[config.mk]
export PLATFORM = sky130hd
export DESIGN_NAME = escaped_frame_deframer_flat
export DESIGN_NICKNAME = d
export VERILOG_FILES = /design/src/efd_pkg.sv /design/src/efd_req_if.sv /design/src/efd_rsp_if.sv /design/src/efd_csr_if.sv /design/src/efd_frame.sv /design/src/escaped_frame_deframer.sv /design/src/flat_wrapper.sv
export SDC_FILE = /design/constraint.sdc
export NUM_CORES = 1
export LEC_CHECK = 0
export ABC_CLOCK_PERIOD_IN_PS = 3900
export BUFFER_PORTS_ARGS = -buffer_cell sky130_fd_sc_hd__buf_2
export CAP_MARGIN = 15
export CORE_AREA = 2 2 87 89
export CTS_CLUSTER_DIAMETER = 60
export DETAILED_ROUTE_END_ITERATION = 10
export DIE_AREA = 0 0 89 91
export PLACE_DENSITY = 0.82
export SLEW_MARGIN = 20
export SYNTH_ARGS = -nofsm -noshare
export SYNTH_HDL_FRONTEND = slang
export SYNTH_SLANG_ARGS = --single-unit
[constraint.sdc]
create_clock -name clock -period 3.9 [get_ports clock]
set_input_delay 0.78 -clock clock [delete_from_list [all_inputs] [get_ports clock]]
set_output_delay 0.78 -clock clock [all_outputs]
set_load 0.05 [all_outputs]
[src/efd_pkg.sv]
package efd_pkg;

   localparam logic [7:0] SYNC_BYTE = 8'hE0;
   localparam logic [7:0] ESC_BYTE  = 8'hD0;

   typedef enum logic [1:0] {
      PH_HUNT = 2'd0,
      PH_LEN  = 2'd1,
      PH_DATA = 2'd2,
      PH_SUM  = 2'd3
   } phase_type;

   typedef enum logic [1:0] {
      KIND_DATA  = 2'd0,
      KIND_END   = 2'd1,
      KIND_ERROR = 2'd2
   } kind_type;

   typedef struct packed {
      kind_type   kind;
      logic [7:0] data_byte;
      logic [7:0] position;
      logic [7:0] frame_length;
      logic       checksum_ok;
      logic [7:0] computed_sum;
   } rsp_type;

endpackage

[src/efd_req_if.sv]
interface efd_req_if;
   logic       valid;
   logic       ready;
   logic [7:0] rx_byte;

   modport source (output valid, output rx_byte, input ready);
   modport sink   (input valid, input rx_byte, output ready);
endinterface

[src/efd_rsp_if.sv]
interface efd_rsp_if;
   logic              valid;
   logic              ready;
   efd_pkg::kind_type kind;
   logic [7:0]        data_byte;
   logic [7:0]        position;
   logic [7:0]        frame_length;
   logic              checksum_ok;
   logic [7:0]        computed_sum;

   modport source (output valid, output kind, output data_byte, output position,
                   output frame_length, output checksum_ok, output computed_sum,
                   input ready);
   modport sink   (input valid, input kind, input data_byte, input position,
                   input frame_length, input checksum_ok, input computed_sum,
                   output ready);
endinterface

[src/efd_csr_if.sv]
interface efd_csr_if;
   logic valid;
   logic ready;
   logic strict_checksum;

   modport source (output valid, output strict_checksum, input ready);
   modport sink   (input valid, input strict_checksum, output ready);
endinterface

[src/efd_frame.sv]
module efd_frame (
   input  logic             clock,
   input  logic             reset,
   input  logic             step,
   input  logic [7:0]       rx_byte,
   input  logic             strict,
   output logic             has_result,
   output efd_pkg::rsp_type result
);

   efd_pkg::phase_type phase_ff, phase_in;
   logic       escape_ff, escape_in;
   logic [7:0] remaining_ff, remaining_in;
   logic [7:0] sum_ff, sum_in;
   logic [7:0] index_ff, index_in;

   always_ff @(posedge clock) begin
      if (reset) begin
         phase_ff     <= efd_pkg::PH_HUNT;
         escape_ff    <= 1'b0;
         remaining_ff <= 8'd0;
         sum_ff       <= 8'd0;
         index_ff     <= 8'd0;
      end else if (step) begin
         phase_ff     <= phase_in;
         escape_ff    <= escape_in;
         remaining_ff <= remaining_in;
         sum_ff       <= sum_in;
         index_ff     <= index_in;
      end
   end

   always_comb begin
      logic       is_data;
      logic [7:0] decoded;
      logic       ok;
      is_data      = 1'b0;
      decoded      = rx_byte;
      ok           = (rx_byte == sum_ff);
      phase_in     = phase_ff;
      escape_in    = escape_ff;
      remaining_in = remaining_ff;
      sum_in       = sum_ff;
      index_in     = index_ff;
      has_result   = 1'b0;
      result       = '0;
      case (phase_ff)
         efd_pkg::PH_HUNT: begin
            if (rx_byte == efd_pkg::SYNC_BYTE) begin
               phase_in     = efd_pkg::PH_LEN;
               escape_in    = 1'b0;
               remaining_in = 8'd0;
               sum_in       = 8'd0;
               index_in     = 8'd0;
            end
         end
         efd_pkg::PH_SUM: begin
            // checksum byte is taken raw
            has_result          = 1'b1;
            result.kind         = (!ok && strict) ? efd_pkg::KIND_ERROR : efd_pkg::KIND_END;
            result.frame_length = index_ff;
            result.checksum_ok  = ok;
            result.computed_sum = sum_ff;
            phase_in            = efd_pkg::PH_HUNT;
            escape_in           = 1'b0;
         end
         efd_pkg::PH_LEN, efd_pkg::PH_DATA: begin
            if (escape_ff) begin
               decoded   = rx_byte + 8'd1;
               escape_in = 1'b0;
               is_data   = 1'b1;
            end else if (rx_byte == efd_pkg::ESC_BYTE) begin
               escape_in = 1'b1;
            end else if (rx_byte == efd_pkg::SYNC_BYTE) begin
               // stray sync inside a frame
               has_result      = 1'b1;
               result.kind     = efd_pkg::KIND_ERROR;
               result.position = index_ff;
               phase_in        = efd_pkg::PH_HUNT;
               escape_in       = 1'b0;
            end else begin
               is_data = 1'b1;
            end
         end
         default: begin
            phase_in = efd_pkg::PH_HUNT;
         end
      endcase

      if (is_data) begin
         sum_in   = sum_ff + decoded;
         index_in = index_ff + 8'd1;
         if (phase_ff == efd_pkg::PH_LEN) begin
            // length counts itself, zero acts as one
            remaining_in = (decoded == 8'd0) ? 8'd0 : decoded - 8'd1;
         end else begin
            remaining_in = remaining_ff - 8'd1;
         end
         phase_in         = (remaining_in == 8'd0) ? efd_pkg::PH_SUM : efd_pkg::PH_DATA;
         has_result       = 1'b1;
         result.kind      = efd_pkg::KIND_DATA;
         result.data_byte = decoded;
         result.position  = index_ff;
      end
   end

   a_escape_in_frame: assert property (@(posedge clock) disable iff (reset)
      escape_ff |-> (phase_ff == efd_pkg::PH_LEN || phase_ff == efd_pkg::PH_DATA))
      else $error("escape pending outside a frame");

   a_end_hunts: assert property (@(posedge clock) disable iff (reset)
      (step && has_result && result.kind != efd_pkg::KIND_DATA)
      |=> phase_ff == efd_pkg::PH_HUNT)
      else $error("frame end or error did not return to hunting");

   a_data_counts: assert property (@(posedge clock) disable iff (reset)
      (step && has_result && result.kind == efd_pkg::KIND_DATA)
      |=> index_ff == $past(index_ff) + 8'd1)
      else $error("byte index did not advance on data");

endmodule

[src/escaped_frame_deframer.sv]
// channel   direction  payload
// req_ch    in         rx_byte
// rsp_ch    out        kind, data_byte, position, frame_length, checksum_ok, computed_sum
// csr_ch    in         strict_checksum
//
// one byte per cycle sustained while rsp ready stays high; a byte is held in the input
// register and decoded from there into the result register, which presents its result;
// a stall on the result side can hold the byte in the input register before decoding
// reset is synchronous and leaves the block hunting for sync with strict_checksum off
// a stalled result holds its register; the input register still drains bytes that
// give no result, and req ready follows rsp ready combinationally
module escaped_frame_deframer (
   input logic      clock,
   input logic      reset,
   efd_req_if.sink  req_ch,
   efd_rsp_if.source rsp_ch,
   efd_csr_if.sink  csr_ch
);

   logic             strict_ff;
   logic             in_valid_ff;
   logic [7:0]       in_byte_ff;
   logic             rsp_valid_ff;
   efd_pkg::rsp_type rsp_ff;

   logic             has_result;
   efd_pkg::rsp_type result;
   logic             out_free;
   logic             advance;

   assign out_free      = !rsp_valid_ff || rsp_ch.ready;
   assign advance       = in_valid_ff && (!has_result || out_free);
   assign req_ch.ready  = !in_valid_ff || advance;
   assign csr_ch.ready  = 1'b1;

   always_ff @(posedge clock) begin
      if (reset) begin
         strict_ff <= 1'b0;
      end else if (csr_ch.valid) begin
         strict_ff <= csr_ch.strict_checksum;
      end
   end

   always_ff @(posedge clock) begin
      if (reset) begin
         in_valid_ff <= 1'b0;
      end else if (req_ch.ready) begin
         in_valid_ff <= req_ch.valid;
      end
   end

   always_ff @(posedge clock) begin
      if (req_ch.ready && req_ch.valid) begin
         in_byte_ff <= req_ch.rx_byte;
      end
   end

   efd_frame u_frame (
      .clock      (clock),
      .reset      (reset),
      .step       (advance),
      .rx_byte    (in_byte_ff),
      .strict     (strict_ff),
      .has_result (has_result),
      .result     (result)
   );

   always_ff @(posedge clock) begin
      if (reset) begin
         rsp_valid_ff <= 1'b0;
      end else if (out_free) begin
         rsp_valid_ff <= advance && has_result;
      end
   end

   always_ff @(posedge clock) begin
      if (out_free && advance && has_result) begin
         rsp_ff <= result;
      end
   end

   assign rsp_ch.valid        = rsp_valid_ff;
   assign rsp_ch.kind         = rsp_ff.kind;
   assign rsp_ch.data_byte    = rsp_ff.data_byte;
   assign rsp_ch.position     = rsp_ff.position;
   assign rsp_ch.frame_length = rsp_ff.frame_length;
   assign rsp_ch.checksum_ok  = rsp_ff.checksum_ok;
   assign rsp_ch.computed_sum = rsp_ff.computed_sum;

   a_ready_follows: assert property (@(posedge clock) disable iff (reset)
      rsp_ch.ready |-> req_ch.ready)
      else $error("input stalled while result side is ready");

   a_input_held: assert property (@(posedge clock) disable iff (reset)
      (in_valid_ff && !advance) |=> (in_valid_ff && $stable(in_byte_ff)))
      else $error("held input byte was lost");

   a_result_loaded: assert property (@(posedge clock) disable iff (reset)
      (advance && has_result) |=> rsp_valid_ff)
      else $error("result dropped");

endmodule
[src/flat_wrapper.sv]
// flat-port wrapper written by rule: the top's interface ports become plain ports
module escaped_frame_deframer_flat 
  (clock, reset, req_ch_valid, req_ch_rx_byte, req_ch_ready, rsp_ch_valid, rsp_ch_kind, rsp_ch_data_byte, rsp_ch_position, rsp_ch_frame_length, rsp_ch_checksum_ok, rsp_ch_computed_sum, rsp_ch_ready, csr_ch_valid, csr_ch_strict_checksum, csr_ch_ready);
  efd_req_if req_ch_i ();
  efd_rsp_if rsp_ch_i ();
  efd_csr_if csr_ch_i ();
  input logic clock;
  input logic reset;
  input wire logic [$bits(req_ch_i.valid)-1:0] req_ch_valid;
  input wire logic [$bits(req_ch_i.rx_byte)-1:0] req_ch_rx_byte;
  output wire logic [$bits(req_ch_i.ready)-1:0] req_ch_ready;
  output wire logic [$bits(rsp_ch_i.valid)-1:0] rsp_ch_valid;
  output wire logic [$bits(rsp_ch_i.kind)-1:0] rsp_ch_kind;
  output wire logic [$bits(rsp_ch_i.data_byte)-1:0] rsp_ch_data_byte;
  output wire logic [$bits(rsp_ch_i.position)-1:0] rsp_ch_position;
  output wire logic [$bits(rsp_ch_i.frame_length)-1:0] rsp_ch_frame_length;
  output wire logic [$bits(rsp_ch_i.checksum_ok)-1:0] rsp_ch_checksum_ok;
  output wire logic [$bits(rsp_ch_i.computed_sum)-1:0] rsp_ch_computed_sum;
  input wire logic [$bits(rsp_ch_i.ready)-1:0] rsp_ch_ready;
  input wire logic [$bits(csr_ch_i.valid)-1:0] csr_ch_valid;
  input wire logic [$bits(csr_ch_i.strict_checksum)-1:0] csr_ch_strict_checksum;
  output wire logic [$bits(csr_ch_i.ready)-1:0] csr_ch_ready;
  assign req_ch_i.valid = req_ch_valid;
  assign req_ch_i.rx_byte = req_ch_rx_byte;
  assign req_ch_ready = req_ch_i.ready;
  assign rsp_ch_valid = rsp_ch_i.valid;
  assign rsp_ch_kind = rsp_ch_i.kind;
  assign rsp_ch_data_byte = rsp_ch_i.data_byte;
  assign rsp_ch_position = rsp_ch_i.position;
  assign rsp_ch_frame_length = rsp_ch_i.frame_length;
  assign rsp_ch_checksum_ok = rsp_ch_i.checksum_ok;
  assign rsp_ch_computed_sum = rsp_ch_i.computed_sum;
  assign rsp_ch_i.ready = rsp_ch_ready;
  assign csr_ch_i.valid = csr_ch_valid;
  assign csr_ch_i.strict_checksum = csr_ch_strict_checksum;
  assign csr_ch_ready = csr_ch_i.ready;
  escaped_frame_deframer u_core (.clock(clock), .reset(reset), .req_ch(req_ch_i), .rsp_ch(rsp_ch_i), .csr_ch(csr_ch_i));
endmodule
==> results <==
- Buffers added to address setup during post-CTS repair amount to 0.
- The kind of end point of the critical path is a flop.
- The critical path starts at u_core.u_frame.phase_ff[0].
- The count of final hold-check violations is 0.
- The final setup skew is 0.00794 ns.
- The worst setup path is of the reg -> reg kind.
- The tree built by TritonCTS fans out to 73 sinks.
- The number of nets handed over by synthesis was 434.
- The clock tree synthesis step divided the H-tree into 3 levels.
- The number of cells on the worst reg-to-reg path is 12.
- Post-CTS repair changed the size of 0 cells.
- The worst hold path startpoint is u_core.u_frame.index_ff[7].
- The count of boundary I/O pins is 52.
- The peak supply drop is 201 uV.
- The number of flops mapped to enable cells by yosys is 43.
- The post-synthesis sequential area ratio is 0.472.
- At the later pin of the worst-skew pair, clock insertion delay measures 0.37 ns.
- The flow ran to the end, and the final reports show no timing, DRC or antenna violations.
- The floorplan step defined a die boundary enclosing 8100 um2.
- The weighted congestion at the end of routability-driven global placement is 0.907.
- The remaining antenna violation count is 0.
- In this run the static leakage power is 1.90 nW.
- The floorplan step defined a core boundary enclosing 7140 um2.
- The detailed router finished its first iteration with 187 violations.
- The unique cell type count in the Yosys netlist is 67.
- The achievable frequency is 0.277 GHz.
- The max-slew violation count is 0.
- Averaged over all synthesized cells, the footprint is 9.98 um2.
- In the routed design, unresolved DRC markers number 0.
- Setup violations remaining at the end of the flow were counted as 0.
- Of all flip-flops after synthesis, the portion carrying an async set or reset was 0.
- The number of buffers on the longest clock path is 2.
- The root buffer selected by CTS is sky130_fd_sc_hd__clkbuf_8.
- The worst hold-check path type is reg -> reg.
- The transition time at the pin with the least slew margin is 0.834 ns.
- Detailed placement ended at an HPWL of 6.11 mm.
- Headroom to the max-slew limit came out at 0.442.
- For this design, the CTS-stage hold fixing added 0 buffers.
- The final net count is 481.
- During synthesis, Yosys emitted a total of 0 warnings.
- Summed over all layers, the global routing overflow is 0.
- The first TritonRoute pass finished after 4 iterations.
- The via density per instance is 5.67.
- In the final layout, the share of cells above drive strength 1 is 0.194.
- After synthesis the netlist holds a flip-flop and latch count of 73.
- The power density over the cells is 332 nW/um2.
- The number of antenna violations at the first check in global routing is 0.
- TritonCTS created 9 clock buffers.
- The data arrival at the endpoint of the critical path is 3.90 ns.
- In this design, the critical path's most frequently occurring cell is sky130_fd_sc_hd__ha_1.
- At the worst endpoint, the required time is 4.20 ns.
- The area taken by flip-flops and latches is 1890 um2.
- The post-layout minimum cycle time is 3.61 ns.
- The library cell used most frequently in the layout, excluding fill and tap cells, is sky130_fd_sc_hd__buf_2.
- The pin count of the biggest net entering global routing is 36.
- The instance count along the most critical hold path is 2.
- In this run the critical register-to-register path is launched from u_core.u_frame.phase_ff[0].
- The overall die height is 91 um.
- Wires add up to 8.48 mm.
- For the final routed database, the setup TNS stands at 0 ns.
- The area growth from synthesis to layout is 12.2%.
- The total vias in the final route is 3136.
- TritonCTS built the clock tree.
- The routed wirelength normalized by instance count is 15.3 um.
- Synthesis produced 402 cells.
- The initial core utilization is 0.562.
- The delay of the slowest cell on the worst path is 0.46 ns.
- The synthesized cell area is 4010 um2.
- The tool flagged a number of max-cap violations equal to 0.
- In the synthesized netlist the dominant register cell turns out to be sky130_fd_sc_hd__edfxtp_1.
- In the global route stage, overall resource usage came out at 0.229.
- The repair_antennas step left the layout with diodes totalling 0.
- The die is 89 um wide.
- Buffers placed on the I/O ports in this run total 50.
- Walking the worst path, the cells encountered are inv_1 -> ha_1 -> and3_1 -> xor2_1 -> ha_1 -> a21oi_1 -> nor2b_1 -> o21a_1 -> o41ai_1 -> xnor2_1 -> mux2_2 -> a21oi_2.
- Summing all multi-input logic gate instances after layout gives 1930 um2.
- The final-layout fill cell count is 607.
- Once placement finished, the instance area stood at 4320 um2.
- Setup repair after global routing left no endpoint under its margin.
- The via count of the first global-routing pass is 3086.
- In the layout the commonest cells are sky130_fd_sc_hd__buf_2, sky130_fd_sc_hd__edfxtp_1, sky130_fd_sc_hd__nor2_1, sky130_fd_sc_hd__dfxtp_1, sky130_fd_sc_hd__a21oi_1.
- The maximum fanout count along the critical path is 10.
- Once layout is done, the placed cells without fillers occupy 4500 um2.
- The kind of start point of the critical path is a flop.
- Dividing the final minimum period by the clock period gives 0.925.
- The slowest cell on the critical path is sky130_fd_sc_hd__ha_1.
- The site row count is 31.
- After clock tree synthesis, the clock-pin slew on the worst setup and hold paths is 0.08 ns.
- The first global-routing pass estimated 14.3 mm of wire.
## cells by family (layout without fill, tap and decap cells)
family | count (synthesis) | after routing | share of synthesized area
compound gates | 75 | 75 | 0.124
xor+xnor | 34 | 34 | 0.0742
fa+ha+maj | 18 | 18 | 0.0580
buf+inv | 41 | 93 | 0.0493
flops | 73 | 73 | 0.472
mux | 5 | 5 | 0.0128
other cells | 1 | 1 | 0.000935
simple gates | 155 | 155 | 0.210
## layer usage
layer / share of wire / GRT usage / vias to the layer above / wire (um)
li1: - / - / 1516 / -
met1: 0.43 / 0.291 / 1462 / 3620
met2: 0.47 / 0.355 / 127 / 4020
met3: 0.066 / 0.0618 / 31 / 556
met4: 0.033 / 0.113 / 0 / 282
met5: 0 / 0 / - / 0
## per-stage QoR
step / hold slack (ns) / utilization / setup WS [ns] / cells / power [mW]
after detailed placement: 0.493 / 0.605 / 0.435 / 537 / 0.944
after global placement: 0.479 / 0.605 / 0.528 / 537 / 0.942
after CTS: 0.505 / 0.631 / 0.319 / 553 / 1.50
after floorplan: 0.453 / - / 0.569 / 402 / 0.919
after global routing: 0.542 / 0.631 / 0.0532 / 553 / 1.55
final: 0.511 / 0.631 / 0.294 / 553 / 1.50
## report_power, final
part	internal (mW)	leakage, nW	switching [mW]	total, mW
Sequential	0.817	0.727	0.0187	0.836
Combinational	0.0383	1.08	0.0555	0.0938
Clock	0.243	0.0888	0.324	0.566
Total	1.10	1.90	0.398	1.50
## worst max-delay path, delay by kind of cell, from the launching register on
kind / cells / cell delay, ns
buffers and inverters: 1 / 0.08
AND/OR/NAND/NOR: 2 / 0.40
AO/OA/AOI/OAI: 4 / 0.92
flip-flops: 1 / 0.39
multiplexers: 1 / 0.36
adder cells (fa/ha/maj): 2 / 0.81
XOR/XNOR: 2 / 0.59
## worst paths after layout
kind / to / slack, ns
setup reg to reg: u_core.u_frame.sum_ff[7] / 0.29
hold reg to reg: u_core.u_frame.index_ff[7] / 0.51
setup / recovery: u_core.u_frame.sum_ff[7] / 0.29
hold / removal: u_core.u_frame.index_ff[7] / 0.51
## layout make-up
| type | count | area share |
|---|---|---|
| sequential | 73 | 0.420 |
| inverter | 22 | 0.0183 |
| tap | 99 | 0.0275 |
| timing repair buffer | 55 | 0.0639 |
| multi-input combinational | 288 | 0.429 |
| clock buffer | 9 | 0.0275 |
| clock inverter | 7 | 0.0136 |
## cells in the mapped netlist (all sizes together) (2+ instances only)
master	number	area share
dfxtp	30	0.15
nor4	4	0.0062
nand3b	2	0.0037
and2b	2	0.0044
a21oi	28	0.036
nor3	8	0.010
or3	9	0.015
a22oi	6	0.011
a31oi	4	0.0062
nor2	42	0.040
and3	5	0.0078
buf	11	0.021
mux2i	4	0.010
nand3	13	0.016
a211oi	2	0.0037
xnor2	14	0.031
clkbuf	8	0.0075
o21ai	14	0.018
or2b	2	0.0037
and4	2	0.0044
a31o	2	0.0044
inv	22	0.021
xor2	20	0.044
o31a	2	0.0047
nor2b	4	0.0062
nand2	20	0.019
or2	3	0.0047
nand2b	2	0.0031
ha	17	0.053
a21o	3	0.0056
nand4	6	0.011
and2	26	0.041
edfxtp	43	0.32
## registers in the layout, indices dropped and copies added (netlist names), 2 cells and up
signal	count
u_core.rsp_ch.position	8
u_core.in_byte_ff	8
u_core.rsp_ch.data_byte	8
u_core.u_frame.phase_ff	2
u_core.rsp_ch.kind	2
u_core.u_frame.remaining_ff	8
u_core.u_frame.index_ff	8
u_core.u_frame.sum_ff	8
u_core.rsp_ch.computed_sum	8
u_core.rsp_ch.frame_length	8
Note: power is estimated with default switching activity, not from simulation.
